==> src/hw/rtl/assert_macros.svh <==
// Assertion macros shared by the RTL of the EXI event code decoder.
// No dependencies; included by files that carry concurrent assertions.
`ifndef ASSERT_MACROS_SVH
`define ASSERT_MACROS_SVH

// Same-cycle implication, disabled while reset is high.
`define ASSERT_IMPLIES(label, clk, rst, ante, cons) \
   label: assert property (@(posedge clk) disable iff (rst) (ante) |-> (cons)) \
      else $error("implication check failed");

// Next-cycle implication, disabled while reset is high.
`define ASSERT_NEXT(label, clk, rst, ante, cons) \
   label: assert property (@(posedge clk) disable iff (rst) (ante) |=> (cons)) \
      else $error("next-cycle check failed");

`endif

==> src/hw/rtl/exi_ecd_pkg.sv <==
// Shared types and codes for the EXI built-in-grammar event code decoder.
// No dependencies; used by the register block, the decode logic and the top level.
package exi_ecd_pkg;

   localparam int WINDOW_BITS = 24;
   localparam int BYTE_BITS   = 8;
   localparam int CSR_ADDR_W  = 5;
   localparam int CSR_DATA_W  = 32;

   // Register indexes (byte address is four times the index).
   localparam logic [2:0] REG_KEEP_COMMENTS       = 3'd0;
   localparam logic [2:0] REG_KEEP_PIS            = 3'd1;
   localparam logic [2:0] REG_KEEP_DTD            = 3'd2;
   localparam logic [2:0] REG_KEEP_PREFIXES       = 3'd3;
   localparam logic [2:0] REG_KEEP_SELF_CONTAINED = 3'd4;
   localparam logic [2:0] REG_BYTE_ALIGNED        = 3'd5;

   // Status codes.
   localparam logic [1:0] ST_OK          = 2'd0;
   localparam logic [1:0] ST_INVALID     = 2'd1;
   localparam logic [1:0] ST_UNSUPPORTED = 2'd2;

   // Event kinds.
   localparam logic [3:0] EV_SD = 4'd0;
   localparam logic [3:0] EV_ED = 4'd1;
   localparam logic [3:0] EV_SE = 4'd2;
   localparam logic [3:0] EV_EE = 4'd3;
   localparam logic [3:0] EV_AT = 4'd4;
   localparam logic [3:0] EV_NS = 4'd5;
   localparam logic [3:0] EV_SC = 4'd6;
   localparam logic [3:0] EV_CH = 4'd7;
   localparam logic [3:0] EV_ER = 4'd8;
   localparam logic [3:0] EV_CM = 4'd9;
   localparam logic [3:0] EV_PI = 4'd10;
   localparam logic [3:0] EV_DT = 4'd11;

   // Grammar kinds.
   localparam logic [2:0] GR_DOC      = 3'd0;
   localparam logic [2:0] GR_FRAG     = 3'd1;
   localparam logic [2:0] GR_DOCCONT  = 3'd2;
   localparam logic [2:0] GR_DOCEND   = 3'd3;
   localparam logic [2:0] GR_STAG     = 3'd4;
   localparam logic [2:0] GR_ELEM     = 3'd5;
   localparam logic [2:0] GR_FRAGCONT = 3'd6;

   typedef struct packed {
      logic keep_comments;
      logic keep_pis;
      logic keep_dtd;
      logic keep_prefixes;
      logic keep_self_contained;
      logic byte_aligned;
   } cfg_type;

   typedef struct packed {
      logic [2:0]             grammar_kind;
      logic [WINDOW_BITS-1:0] lookahead;
      logic [4:0]             bits_valid;
   } req_item_type;

   typedef struct packed {
      logic [1:0] status;
      logic [3:0] event_kind;
      logic [2:0] next_grammar;
      logic       push_element;
      logic       pop_grammar;
      logic [3:0] code_value;
      logic [2:0] code_width;
      logic [4:0] bits_consumed;
   } rsp_item_type;

endpackage

==> src/hw/rtl/exi_ecd_csr.sv <==
// Configuration registers of the EXI event code decoder behind an APB-style port.
// Depends on exi_ecd_pkg for the register indexes and the configuration struct.
module exi_ecd_csr (
   input  logic                                clock,
   input  logic                                reset,
   input  logic                                csr_psel,
   input  logic                                csr_penable,
   input  logic                                csr_pwrite,
   input  logic [exi_ecd_pkg::CSR_ADDR_W-1:0]  csr_paddr,
   input  logic [exi_ecd_pkg::CSR_DATA_W-1:0]  csr_pwdata,
   output logic [exi_ecd_pkg::CSR_DATA_W-1:0]  csr_prdata,
   output logic                                csr_pready,
   output exi_ecd_pkg::cfg_type                cfg
);

   exi_ecd_pkg::cfg_type cfg_ff;
   exi_ecd_pkg::cfg_type cfg_in;
   logic [2:0]           reg_index;
   logic                 wr_en;
   logic                 rd_bit;

   assign reg_index  = csr_paddr[exi_ecd_pkg::CSR_ADDR_W-1:2];
   assign wr_en      = csr_psel & csr_penable & csr_pwrite;
   assign csr_pready = 1'b1;

   always_comb begin
      cfg_in = cfg_ff;
      if (wr_en) begin
         case (reg_index)
            exi_ecd_pkg::REG_KEEP_COMMENTS:       cfg_in.keep_comments       = csr_pwdata[0];
            exi_ecd_pkg::REG_KEEP_PIS:            cfg_in.keep_pis            = csr_pwdata[0];
            exi_ecd_pkg::REG_KEEP_DTD:            cfg_in.keep_dtd            = csr_pwdata[0];
            exi_ecd_pkg::REG_KEEP_PREFIXES:       cfg_in.keep_prefixes       = csr_pwdata[0];
            exi_ecd_pkg::REG_KEEP_SELF_CONTAINED: cfg_in.keep_self_contained = csr_pwdata[0];
            exi_ecd_pkg::REG_BYTE_ALIGNED:        cfg_in.byte_aligned        = csr_pwdata[0];
            default: ;
         endcase
      end
   end

   always_comb begin
      case (reg_index)
         exi_ecd_pkg::REG_KEEP_COMMENTS:       rd_bit = cfg_ff.keep_comments;
         exi_ecd_pkg::REG_KEEP_PIS:            rd_bit = cfg_ff.keep_pis;
         exi_ecd_pkg::REG_KEEP_DTD:            rd_bit = cfg_ff.keep_dtd;
         exi_ecd_pkg::REG_KEEP_PREFIXES:       rd_bit = cfg_ff.keep_prefixes;
         exi_ecd_pkg::REG_KEEP_SELF_CONTAINED: rd_bit = cfg_ff.keep_self_contained;
         exi_ecd_pkg::REG_BYTE_ALIGNED:        rd_bit = cfg_ff.byte_aligned;
         default:                              rd_bit = 1'b0;
      endcase
   end

   assign csr_prdata = {{(exi_ecd_pkg::CSR_DATA_W-1){1'b0}}, rd_bit};
   assign cfg        = cfg_ff;

   always_ff @(posedge clock) begin
      if (reset) begin
         cfg_ff <= '0;
      end else begin
         cfg_ff <= cfg_in;
      end
   end

endmodule

==> src/hw/rtl/exi_ecd_decode.sv <==
// Single-pass decode of one EXI event code from a registered lookahead window.
// Depends on exi_ecd_pkg for codes and item structs; purely combinational.
module exi_ecd_decode (
   input  exi_ecd_pkg::cfg_type      cfg,
   input  exi_ecd_pkg::req_item_type req,
   output exi_ecd_pkg::rsp_item_type rsp
);

   typedef struct packed {
      logic       ok;
      logic [3:0] val;
      logic [2:0] w;
      logic [4:0] pos;
   } read_type;

   localparam int W = exi_ecd_pkg::WINDOW_BITS;

   // Reads one code part choosing among count productions, starting at pos.
   function automatic read_type take(input logic [W-1:0] win, input logic [4:0] avail,
                                     input logic [4:0] pos, input logic bytes,
                                     input logic [3:0] count);
      read_type              r;
      logic [W-1:0]          sh;
      logic [5:0]            end_pos;
      logic [exi_ecd_pkg::BYTE_BITS-1:0] byte_v;
      logic [3:0]            bits_v;
      logic                  cnt_ok;
      r       = '0;
      cnt_ok  = 1'b1;
      case (count)
         4'd0:                      begin r.w = 3'd0; cnt_ok = 1'b0; end
         4'd1:                      r.w = 3'd0;
         4'd2:                      r.w = 3'd1;
         4'd3, 4'd4:                r.w = 3'd2;
         4'd5, 4'd6, 4'd7, 4'd8:    r.w = 3'd3;
         default:                   r.w = 3'd4;
      endcase
      sh     = win << pos;
      byte_v = sh[W-1 -: exi_ecd_pkg::BYTE_BITS];
      bits_v = sh[W-1 -: 4] >> (3'd4 - r.w);
      r.pos  = pos;
      if (!cnt_ok) begin
         r.ok = 1'b0;
      end else if (r.w == 3'd0) begin
         r.ok = 1'b1;
      end else if (bytes) begin
         end_pos = {1'b0, pos} + 6'(exi_ecd_pkg::BYTE_BITS);
         // The byte must lie inside the window and fit the part width.
         r.ok    = (end_pos <= {1'b0, avail}) && ((byte_v >> r.w) == '0);
         r.val   = byte_v[3:0];
         r.pos   = end_pos[4:0];
      end else begin
         end_pos = {1'b0, pos} + {3'b000, r.w};
         r.ok    = end_pos <= {1'b0, avail};
         r.val   = bits_v;
         r.pos   = end_pos[4:0];
      end
      return r;
   endfunction

   logic       c, pi, d;
   logic [4:0] avail;
   read_type   r1, r2, r3;
   logic [1:0] st;
   logic [3:0] ev;
   logic [2:0] nxt;
   logic       push, pop;
   logic [3:0] val;
   logic [2:0] wsum;
   logic [4:0] pos;
   logic [3:0] s, cur;
   logic       tail, hit;

   assign c  = cfg.keep_comments;
   assign pi = cfg.keep_pis;
   assign d  = cfg.keep_dtd;
   assign avail = (req.bits_valid > 5'(W)) ? 5'(W) : req.bits_valid;

   always_comb begin
      r1   = '0;
      r2   = '0;
      r3   = '0;
      st   = exi_ecd_pkg::ST_OK;
      ev   = exi_ecd_pkg::EV_SD;
      nxt  = exi_ecd_pkg::GR_DOC;
      push = 1'b0;
      pop  = 1'b0;
      val  = 4'd0;
      wsum = 3'd0;
      pos  = 5'd0;
      s    = 4'd0;
      cur  = 4'd0;
      tail = 1'b0;
      hit  = 1'b0;
      case (req.grammar_kind)
         exi_ecd_pkg::GR_DOC: begin
            nxt = exi_ecd_pkg::GR_DOCCONT;
         end
         exi_ecd_pkg::GR_FRAG: begin
            nxt = exi_ecd_pkg::GR_FRAGCONT;
         end
         exi_ecd_pkg::GR_DOCCONT: begin
            if (!d && !c && !pi) begin
               ev = exi_ecd_pkg::EV_SE; nxt = exi_ecd_pkg::GR_DOCEND; push = 1'b1;
            end else begin
               r1   = take(req.lookahead, avail, 5'd0, cfg.byte_aligned, 4'd2);
               wsum = r1.w;
               pos  = r1.pos;
               val  = r1.val;
               if (!r1.ok) begin
                  st = exi_ecd_pkg::ST_INVALID;
               end else if (r1.val == 4'd0) begin
                  ev = exi_ecd_pkg::EV_SE; nxt = exi_ecd_pkg::GR_DOCEND; push = 1'b1;
               end else begin
                  r2   = take(req.lookahead, avail, r1.pos, cfg.byte_aligned,
                              {3'b000, d} + {3'b000, c | pi});
                  wsum = wsum + r2.w;
                  pos  = r2.pos;
                  if (!r2.ok) begin
                     st = exi_ecd_pkg::ST_INVALID;
                  end else if (d && r2.val == 4'd0) begin
                     ev = exi_ecd_pkg::EV_DT; nxt = exi_ecd_pkg::GR_DOCCONT;
                  end else if (!(c | pi) || r2.val != {3'b000, d}) begin
                     st = exi_ecd_pkg::ST_INVALID;
                  end else begin
                     r3   = take(req.lookahead, avail, r2.pos, cfg.byte_aligned,
                                 {3'b000, c} + {3'b000, pi});
                     wsum = wsum + r3.w;
                     pos  = r3.pos;
                     if (!r3.ok) begin
                        st = exi_ecd_pkg::ST_INVALID;
                     end else if (c && r3.val == 4'd0) begin
                        ev = exi_ecd_pkg::EV_CM; nxt = exi_ecd_pkg::GR_DOCCONT;
                     end else if (pi && r3.val == {3'b000, c}) begin
                        ev = exi_ecd_pkg::EV_PI; nxt = exi_ecd_pkg::GR_DOCCONT;
                     end else begin
                        st = exi_ecd_pkg::ST_INVALID;
                     end
                  end
               end
            end
         end
         exi_ecd_pkg::GR_DOCEND: begin
            if (!c && !pi) begin
               ev = exi_ecd_pkg::EV_ED; nxt = exi_ecd_pkg::GR_DOCEND; pop = 1'b1;
            end else begin
               r1   = take(req.lookahead, avail, 5'd0, cfg.byte_aligned, 4'd2);
               wsum = r1.w;
               pos  = r1.pos;
               val  = r1.val;
               if (!r1.ok) begin
                  st = exi_ecd_pkg::ST_INVALID;
               end else if (r1.val == 4'd0) begin
                  ev = exi_ecd_pkg::EV_ED; nxt = exi_ecd_pkg::GR_DOCEND; pop = 1'b1;
               end else begin
                  r2   = take(req.lookahead, avail, r1.pos, cfg.byte_aligned,
                              {3'b000, c} + {3'b000, pi});
                  wsum = wsum + r2.w;
                  pos  = r2.pos;
                  if (!r2.ok) begin
                     st = exi_ecd_pkg::ST_INVALID;
                  end else if (c && r2.val == 4'd0) begin
                     ev = exi_ecd_pkg::EV_CM; nxt = exi_ecd_pkg::GR_DOCEND;
                  end else if (pi && r2.val == {3'b000, c}) begin
                     ev = exi_ecd_pkg::EV_PI; nxt = exi_ecd_pkg::GR_DOCEND;
                  end else begin
                     st = exi_ecd_pkg::ST_INVALID;
                  end
               end
            end
         end
         exi_ecd_pkg::GR_STAG: begin
            r1   = take(req.lookahead, avail, 5'd0, cfg.byte_aligned,
                        4'd4 + {3'b000, cfg.keep_prefixes} + {3'b000, cfg.keep_self_contained}
                        + {3'b000, d} + {3'b000, c} + {3'b000, pi});
            wsum = r1.w;
            pos  = r1.pos;
            val  = r1.val;
            s    = r1.val;
            if (!r1.ok) begin
               st = exi_ecd_pkg::ST_INVALID;
            end else if (s == 4'd0) begin
               ev = exi_ecd_pkg::EV_EE; nxt = exi_ecd_pkg::GR_STAG; pop = 1'b1;
            end else if (s == 4'd1) begin
               ev = exi_ecd_pkg::EV_AT; nxt = exi_ecd_pkg::GR_STAG;
            end else begin
               cur = 4'd2;
               if (cfg.keep_prefixes) begin
                  if (s == cur) begin
                     hit = 1'b1; ev = exi_ecd_pkg::EV_NS; nxt = exi_ecd_pkg::GR_STAG;
                  end
                  cur = cur + 4'd1;
               end
               if (cfg.keep_self_contained && !hit) begin
                  if (s == cur) begin
                     hit = 1'b1; ev = exi_ecd_pkg::EV_SC; nxt = exi_ecd_pkg::GR_STAG;
                  end
                  cur = cur + 4'd1;
               end
               tail = !hit;
            end
         end
         exi_ecd_pkg::GR_ELEM: begin
            r1   = take(req.lookahead, avail, 5'd0, cfg.byte_aligned, 4'd2);
            wsum = r1.w;
            pos  = r1.pos;
            val  = r1.val;
            if (!r1.ok) begin
               st = exi_ecd_pkg::ST_INVALID;
            end else if (r1.val == 4'd0) begin
               ev = exi_ecd_pkg::EV_EE; nxt = exi_ecd_pkg::GR_ELEM; pop = 1'b1;
            end else begin
               r2   = take(req.lookahead, avail, r1.pos, cfg.byte_aligned,
                           4'd2 + {3'b000, d} + {3'b000, c} + {3'b000, pi});
               wsum = wsum + r2.w;
               pos  = r2.pos;
               s    = r2.val;
               if (!r2.ok) begin
                  st = exi_ecd_pkg::ST_INVALID;
               end else begin
                  tail = 1'b1;
               end
            end
         end
         default: begin
            st = exi_ecd_pkg::ST_UNSUPPORTED;
         end
      endcase

      // Element content productions shared by start tag and element grammars.
      if (tail) begin
         nxt = exi_ecd_pkg::GR_ELEM;
         hit = 1'b0;
         if (s == cur) begin
            hit = 1'b1; ev = exi_ecd_pkg::EV_SE; push = 1'b1;
         end else if (s == cur + 4'd1) begin
            hit = 1'b1; ev = exi_ecd_pkg::EV_CH;
         end
         cur = cur + 4'd2;
         if (d && !hit) begin
            if (s == cur) begin
               hit = 1'b1; ev = exi_ecd_pkg::EV_ER;
            end
            cur = cur + 4'd1;
         end
         if (c && !hit) begin
            if (s == cur) begin
               hit = 1'b1; ev = exi_ecd_pkg::EV_CM;
            end
            cur = cur + 4'd1;
         end
         if (pi && !hit && s == cur) begin
            hit = 1'b1; ev = exi_ecd_pkg::EV_PI;
         end
         if (!hit) begin
            st = exi_ecd_pkg::ST_INVALID;
         end
      end
   end

   always_comb begin
      rsp        = '0;
      rsp.status = st;
      if (st == exi_ecd_pkg::ST_OK) begin
         rsp.event_kind    = ev;
         rsp.next_grammar  = nxt;
         rsp.push_element  = push;
         rsp.pop_grammar   = pop;
         rsp.code_value    = val;
         rsp.code_width    = wsum;
         rsp.bits_consumed = pos;
      end
   end

endmodule

==> src/hw/rtl/exi_event_code_decoder.sv <==
// EXI built-in-grammar event code decoder.
//
// Request channel (req_*): one request per event code, carrying the current
// grammar, a 24-bit lookahead window with the earliest stream bit on top, and
// the count of valid bits. Response channel (rsp_*): one response per request
// with status, event kind, next grammar, stack flags, first code part value,
// total code width and stream bits consumed. On any failure every field but
// status is zero.
// Configuration (csr_*): six one-bit registers at byte addresses 0 to 20 for
// the fidelity options and byte-aligned mode. Write them only while no request
// is in flight.
// A request lands in the input register, the decode is one pass of
// combinational logic, and the answer sits in the response register.
// Throughput is one request per cycle while the receiver takes responses, set
// by that single decode pass. When the receiver stalls, the response register
// holds and the input register keeps one more request, then req_tready drops.
// Reset clears the option registers and both valid flags, which empties the
// two pipeline stages; the data registers keep their contents.
// Depends on exi_ecd_pkg, exi_ecd_csr, exi_ecd_decode and assert_macros.svh.
`include "assert_macros.svh"

module exi_event_code_decoder (
   input  logic                               clock,
   input  logic                               reset,
   // Request tdata, from bit 0: grammar_kind[2:0], lookahead[23:0], bits_valid[4:0].
   input  logic                               req_tvalid,
   output logic                               req_tready,
   input  logic [31:0]                        req_tdata,
   // Response tdata, from bit 0: status[1:0], event_kind[3:0], next_grammar[2:0],
   // push_element, pop_grammar, code_value[3:0], code_width[2:0], bits_consumed[4:0],
   // then one zero pad bit.
   output logic                               rsp_tvalid,
   input  logic                               rsp_tready,
   output logic [23:0]                        rsp_tdata,
   input  logic                               csr_psel,
   input  logic                               csr_penable,
   input  logic                               csr_pwrite,
   input  logic [exi_ecd_pkg::CSR_ADDR_W-1:0] csr_paddr,
   input  logic [exi_ecd_pkg::CSR_DATA_W-1:0] csr_pwdata,
   output logic [exi_ecd_pkg::CSR_DATA_W-1:0] csr_prdata,
   output logic                               csr_pready
);

   localparam int W = exi_ecd_pkg::WINDOW_BITS;

   exi_ecd_pkg::cfg_type      cfg;
   exi_ecd_pkg::req_item_type req_item;
   exi_ecd_pkg::req_item_type req_data_ff, req_data_in;
   logic                      req_valid_ff, req_valid_in;
   exi_ecd_pkg::rsp_item_type dec_rsp;
   exi_ecd_pkg::rsp_item_type rsp_data_ff, rsp_data_in;
   logic                      rsp_valid_ff, rsp_valid_in;
   logic                      rsp_load;
   logic                      req_take;

   exi_ecd_csr u_csr (
      .clock       (clock),
      .reset       (reset),
      .csr_psel    (csr_psel),
      .csr_penable (csr_penable),
      .csr_pwrite  (csr_pwrite),
      .csr_paddr   (csr_paddr),
      .csr_pwdata  (csr_pwdata),
      .csr_prdata  (csr_prdata),
      .csr_pready  (csr_pready),
      .cfg         (cfg)
   );

   exi_ecd_decode u_decode (
      .cfg (cfg),
      .req (req_data_ff),
      .rsp (dec_rsp)
   );

   assign req_item.grammar_kind = req_tdata[2:0];
   assign req_item.lookahead    = req_tdata[W+2:3];
   assign req_item.bits_valid   = req_tdata[W+7:W+3];

   // The response register loads whenever it is empty or being drained.
   assign rsp_load   = !rsp_valid_ff || rsp_tready;
   assign req_tready = !req_valid_ff || rsp_load;
   assign req_take   = req_tvalid && req_tready;

   always_comb begin
      req_data_in  = req_data_ff;
      req_valid_in = req_valid_ff;
      rsp_data_in  = rsp_data_ff;
      rsp_valid_in = rsp_valid_ff;
      if (rsp_load) begin
         rsp_data_in  = dec_rsp;
         rsp_valid_in = req_valid_ff;
      end
      if (req_tready) begin
         req_data_in  = req_item;
         req_valid_in = req_take;
      end
   end

   always_ff @(posedge clock) begin
      if (reset) begin
         req_valid_ff <= 1'b0;
         rsp_valid_ff <= 1'b0;
      end else begin
         req_valid_ff <= req_valid_in;
         rsp_valid_ff <= rsp_valid_in;
      end
   end

   always_ff @(posedge clock) begin
      req_data_ff <= req_data_in;
      rsp_data_ff <= rsp_data_in;
   end

   assign rsp_tvalid = rsp_valid_ff;
   assign rsp_tdata  = {1'b0,
                        rsp_data_ff.bits_consumed,
                        rsp_data_ff.code_width,
                        rsp_data_ff.code_value,
                        rsp_data_ff.pop_grammar,
                        rsp_data_ff.push_element,
                        rsp_data_ff.next_grammar,
                        rsp_data_ff.event_kind,
                        rsp_data_ff.status};

   `ASSERT_NEXT(a_req_lands, clock, reset, req_tvalid && req_tready, req_valid_ff)

   `ASSERT_IMPLIES(a_fail_clears, clock, reset,
      rsp_valid_ff && rsp_data_ff.status != exi_ecd_pkg::ST_OK,
      rsp_data_ff.event_kind == 4'd0 && rsp_data_ff.next_grammar == 3'd0 &&
      !rsp_data_ff.push_element && !rsp_data_ff.pop_grammar &&
      rsp_data_ff.code_value == 4'd0 && rsp_data_ff.code_width == 3'd0 &&
      rsp_data_ff.bits_consumed == 5'd0)

   `ASSERT_IMPLIES(a_bit_mode_width, clock, reset,
      rsp_valid_ff && rsp_data_ff.status == exi_ecd_pkg::ST_OK && !cfg.byte_aligned,
      rsp_data_ff.bits_consumed == 5'(rsp_data_ff.code_width))

   `ASSERT_IMPLIES(a_byte_mode_whole, clock, reset,
      rsp_valid_ff && rsp_data_ff.status == exi_ecd_pkg::ST_OK && cfg.byte_aligned,
      rsp_data_ff.bits_consumed[2:0] == 3'd0)

endmodule

==> config.mk <==
export PLATFORM = sky130hd
export DESIGN_NAME = exi_event_code_decoder
export DESIGN_NICKNAME = d
export VERILOG_FILES = /design/src/hw/rtl/exi_ecd_pkg.sv /design/src/hw/rtl/exi_ecd_csr.sv /design/src/hw/rtl/exi_ecd_decode.sv /design/src/hw/rtl/exi_event_code_decoder.sv
export VERILOG_INCLUDE_DIRS = /design/src /design/src/hw/rtl
export SDC_FILE = /design/constraint.sdc
export NUM_CORES = 1
export LEC_CHECK = 0
export BUFFER_PORTS_ARGS = -buffer_cell sky130_fd_sc_hd__buf_2
export CELL_PAD_IN_SITES_DETAIL_PLACEMENT = 2
export CELL_PAD_IN_SITES_GLOBAL_PLACEMENT = 2
export CORE_MARGIN = 3
export CORE_UTILIZATION = 37
export CTS_BUF_LIST = sky130_fd_sc_hd__clkbuf_2 sky130_fd_sc_hd__clkbuf_4 sky130_fd_sc_hd__clkbuf_8
export DETAILED_ROUTE_END_ITERATION = 6
export PLACE_DENSITY_LB_ADDON = 0.1
export SYNTH_ARGS = -nofsm -noshare
export SYNTH_HDL_FRONTEND = slang
export SYNTH_SLANG_ARGS = --single-unit
==> constraint.sdc <==
create_clock -name clock -period 14.45 [get_ports clock]
set_input_delay 2.89 -clock clock [delete_from_list [all_inputs] [get_ports clock]]
set_output_delay 2.89 -clock clock [all_outputs]
set_load 0.005 [all_outputs]
### After elaboration in Yosys (flattened, before gate mapping)

Index checks and enable logic that the tools add are counted.

| word-level totals | value |
|---|---|
| logic and storage cells | 562 |
| bits in registers | 63 |

| cells by class | value |
|---|---|
| equality and inequality tests | 53 |
| shift-type cells | 20 |
| bitwise gates (word level) | 4 |
| $lt $le $gt $ge | 14 |
| $add $sub $neg | 35 |
| mux-type cells | 330 |
| reduce and logical (&&, ||, !) cells | 86 |

Operator list:

| operator | number |
|---|---|
| 4-bit 2-to-1 mux | 84 |
| 5-bit 2-to-1 mux | 51 |
| 3-bit 2-to-1 mux | 59 |
| 1-bit 2-to-1 mux | 102 |
| 24-bit by 5-bit left shift with 24-bit output | 4 |
| 4-bit by 3-bit == test with 1-bit output, second input constant | 16 |
| 8-bit logical NOT | 8 |
| 8-bit by 3-bit >> shifter with 8-bit output | 8 |
| 3-bit one-hot mux with 4 select lines | 5 |
| 6-bit by 5-bit <= comparator with 1-bit output | 8 |
| 4-bit logical NOT | 11 |
| 2-bit 2-to-1 mux | 20 |
| 4-bit by 2-bit == test with 1-bit output, second input constant | 9 |
| 4-bit one-hot mux with 4 select lines | 2 |
| 4-bit by 3-bit >> shifter with 4-bit output | 8 |
| 3-bit logical NOT | 10 |
| 4-bit by 1-bit adder with 4-bit output | 6 |
| 5-bit by 3-bit adder with 6-bit output | 4 |
| 5-bit by 4-bit adder with 6-bit output, second input constant | 4 |
| 4-bit == test | 6 |
| 3-bit subtractor, first input constant | 8 |
| 1-bit logical AND | 22 |
| 4-bit by 1-bit == test with 1-bit output, second input constant | 5 |
| 3-bit by 5-bit <= comparator with 1-bit output | 4 |
| 30 further kinds | 78 |

### Depth between registers and ports, before layout

| logic depth | value |
|---|---|
| depth after elaboration | 69 |
| gate-level depth with buffers | 28 |

### Cells and area by module

Synthesis repeated with hierarchy kept, for this count alone.

| second synthesis, totals | value |
|---|---|
| cell total of the unflattened synthesis | 772 |
| area total of the unflattened synthesis | 6794.0 µm² |

By module, submodules not included:

| module | cells each | sequential area each (µm²) | area each (µm²) | instances |
|---|---|---|---|---|
| exi_ecd_decode | 638 | 0.0 | 4458.0 | 1 |
| exi_event_code_decoder | 65 | 1691.6 | 1734.2 | 1 |
| exi_ecd_csr | 69 | 120.1 | 601.8 | 1 |

### Least setup slack after synthesis

OpenSTA, ideal clock, no wires.

| timing path | value |
|---|---|
| path kind | input port to output port |
| start | input rsp_tready |
| end | output req_tready |
| buffers on the path | 0 |
| setup slack | 7869 ps |
| arrival time | 3691 ps |
| stages on the path | 2 |
| cells stage by stage | nor2b_1 nand2_1 |

| on the way | value |
|---|---|
| word-level cells in the longest chain between the ends | 2 |

RTL lines:

| what | RTL line | text |
|---|---|---|
| start: declaration | exi_event_code_decoder.sv:33 | `input logic rsp_tready,` |
| 1-bit logical OR | exi_event_code_decoder.sv:80 | `assign rsp_load = !rsp_valid_ff \|\| rsp_tready;` |
| 1-bit logical OR | exi_event_code_decoder.sv:81 | `assign req_tready = !req_valid_ff \|\| rsp_load;` |
| end: declaration | exi_event_code_decoder.sv:27 | `output logic req_tready,` |

Every way passes these cells.

### Final worst setup path

| timing path | value |
|---|---|
| start | register u_csr.cfg_ff, in the netlist u_csr.cfg[2] |
| end | register rsp_data_ff, in the netlist rsp_tdata[18], data pin |

| on the way | value |
|---|---|
| word-level cells in the longest chain between the ends | 50 |
| elaborated cells on any way between the ends | 110 |
| those cells by class | add/sub: 11; order compare: 1; eq/ne: 16; shift: 2; mux: 61; reduce/logical: 19 |

RTL lines:

| what | RTL line | text |
|---|---|---|
| start: declaration | exi_ecd_csr.sv:16 | `exi_ecd_pkg::cfg_type cfg_ff;` |
| start signal: assignment | exi_ecd_csr.sv:60 | `cfg_ff <= cfg_in;` |
| parallel branches: the longest is 50 deep, another holds 3-bit by 1-bit adder with 4-bit output | - |  |
| end signal: assignment | exi_event_code_decoder.sv:111 | `rsp_data_ff <= rsp_data_in;` |
| end: declaration | exi_event_code_decoder.sv:51 | `exi_ecd_pkg::rsp_item_type rsp_data_ff, rsp_data_in;` |

Several ways; the timed one is not identified. The select of a mux whose other input is x is not followed.
A chain may end at the register's enable or synchronous reset.

==> run metrics <==
share of the cycle needed by the critical path after routing between 50 and 60%; WP data arrival roughly 7.8 ns; Hold Path Depth 2; Setup Fix Bufs, Post-CTS 0; Avg Cell Area, Syn around 8.5 um^2; Clock Skews between 0.02 and 0.025 ns; most frequent cells in the layout nand2_1, buf_2, nor2_1, a21oi_1, ha_1; Hold Fails Final Rpt 0; CTS tree built; Routed WL per cell around 23 um; Yosys cell types between 90 and 100; HP Start u_csr.cfg[1]$_SDFFE_PP0P_; Post-Route Setup TNS 0 ns; Initial Utilization 38.48%; unrepaired setup endpoints after global routing no; DIE AREA between 0.015 and 0.02 mm^2; crit path max fanout 15; Nets 956; YS warnings 0; number of antenna repair diodes 0; routability cong. approximately 0.88; number of synthesized register bits 63; PostCTS Resize Cnt 0; antenna viol nets, final 0; initial DRC count about 400; CP max stage delay around 0.53 ns; area grow syn2layout 8.562%; Die Span X 138.7 um; R2R depth 25; # DRC 0; first-pass GRT wire length ~38 mm; Core Area ~0.017 mm^2; CP startpoint u_csr.cfg[2]$_SDFFE_PP0P_; number of global-route vias before repair roughly 6600; reg-to-reg critical path startpoint u_csr.cfg[2]$_SDFFE_PP0P_; pre-CTS WS ~6.9 ns; CTS clk-pin slew, worst paths 0.08 ns; Cells after Synth between 700 and 800; worst path required time 14.61 ns; PwrDens around 66 mW/mm^2; P_leak about 3 nW; Rel. slew slack 21.17%; DR vias/cell 5.953; Setup crit start kind flip-flop; share of cells above drive strength 1 between 10% and 20%; clk_lat worst skew approximately 0.37 ns; CTS buffer count 9; First-pass DRT Iterations 7; Final Cell Area just over 0.007 mm^2; Worst VDD drop ~0.051 mV; largest net degree at the start of global routing 60; Top Ports around 140; Synth Flop Type edfxtp_1; post-layout min period between 7 and 8 ns; placed inst area 0.006874 mm^2; status finished, final reports clean; Rows between 40 and 50; Slew Viols, Final 0; WL final between 20 and 25 mm; Seq/Total Area, Yosys between 20 and 30%; endpoint class of the critical path flip-flop; EDFF count, synth 55; CP Depth 25; critical path's slowest cell nor4_2; input/output buffers 68; Min-Delay Path Class flip-flop to flip-flop; post-synthesis cell area approximately 0.0065 mm^2; Overflow after GRT 0; crit-path leading delay family simple AND/OR/NAND/NOR gates; vias 6197; setup violators final 0; Root Buffer clkbuf_8; Die Y-Extent 138.7 um; Max Clock Freq approximately 130 MHz; asr flop ratio synth 0%; CTS H-tree depth 3; Most common cell on crit path ha_1; maxcap violations 0; Worst-Margin Slew about 1.2 ns; Final WS setup 6.834 ns; clock sink count between 60 and 70; Setup Crit Path Kind flip-flop to flip-flop; CTS Hold Bufs 0; detailed placement HPWL roughly 19 mm; initial antenna violation count 0; Total GRT Usage between 20 and 25%; clk buf depth 2; worst path buffer plus inverter count 2; commonest non-fill, non-tap cell in the layout nand2_1
## kinds of logic (layout without fill, tap and decap cells)
kind of cell,after synthesis,after routing,share of synthesized area [%]
buffers and inverters,116,136,9.234
adders and majority gates,67,67,13.32
DFF,63,63,27.80
other,2,37,0.1152
xor gates and xnor gates,21,21,2.937
and+or+nand+nor,264,264,20.70
muxes,15,15,2.572
AOI/OAI and AO/OA,218,218,23.32
## path summary, 6_finish.rpt
path | end | slack (ns)
worst min-delay path | u_csr.cfg[1]$_SDFFE_PP0P_ | 0.51
worst max-delay path | rsp_tdata[18]$_SDFFCE_PP0P_ | 6.83
worst min register to register | u_csr.cfg[1]$_SDFFE_PP0P_ | 0.51
worst max register to register | rsp_tdata[18]$_SDFFCE_PP0P_ | 6.83
## area by class of cell
type,instances,area [um^2]
inverters,48,180.2
multi-input cells,622,4235
well taps,220,275.3
clock buffers,10,131.4
flip-flops and latches,63,1813
clock inverters,6,70.07
fillers,1939,9861
repair buffers,72,370.4
## per-layer routing
metal,track usage (%),part of all wire [%],vias to the layer above
met3,3.379,4.3,25
li1,-,-,2852
met2,41.75,48,170
met1,33.38,46,3150
met5,0,0,-
met4,6.385,1.7,0
## power breakdown
group	internal [W]	total, W	switching (W)
registers	0.000209	0.000220	0.0000104
clock network	0.0000825	0.000165	0.0000829
logic	0.0000322	0.0000846	0.0000525
## cells in the mapped netlist, types with 15 or more instances
cell type,count,area share (%)
nand2_1,79,4.5
nor2_1,61,3.5
a21oi_1,59,4.5
ha_1,59,11
edfxtp_1,55,25
inv_1,46,2.6
buf_4,35,4.0
o21ai_0,33,2.5
clkbuf_1,18,1.0
nand3_1,18,1.4
nor3_1,17,1.3
xnor2_1,15,2.0
## flip-flops by register name (all words and copies together) (netlist names)
name and flops:
rsp_tdata 23, req_valid_ff 1, rsp_tvalid 1, u_csr.cfg 6
req_data_ff 32
## through the flow
stage | instances | hold slack [ns] | total power (W) | utilization [%]
final | 1041 | 0.5104 | 0.0004697 | 41.78
after global routing | 1041 | 0.5351 | 0.0004919 | 41.78
after CTS | 1041 | 0.5139 | 0.0004729 | 41.78
after detailed placement | 1025 | 0.5017 | 0.0003071 | 40.59
after global placement | 1025 | 0.4709 | 0.0003013 | 40.59
after floorplan | 801 | 0.4631 | 0.0002798 | -
## worst reg2reg max path, delay by kind of cell, from the launching register on
kind | cells | cell delay (ns)
AND/OR/NAND/NOR | 10 | 2.45
adder cells (fa/ha/maj) | 6 | 1.93
AO/OA/AOI/OAI | 4 | 1.20
XOR/XNOR | 2 | 0.58
flip-flops | 1 | 0.52
buffers and inverters | 2 | 0.39
multiplexers | 1 | 0.33
Power figures use the tool's default switching activity.
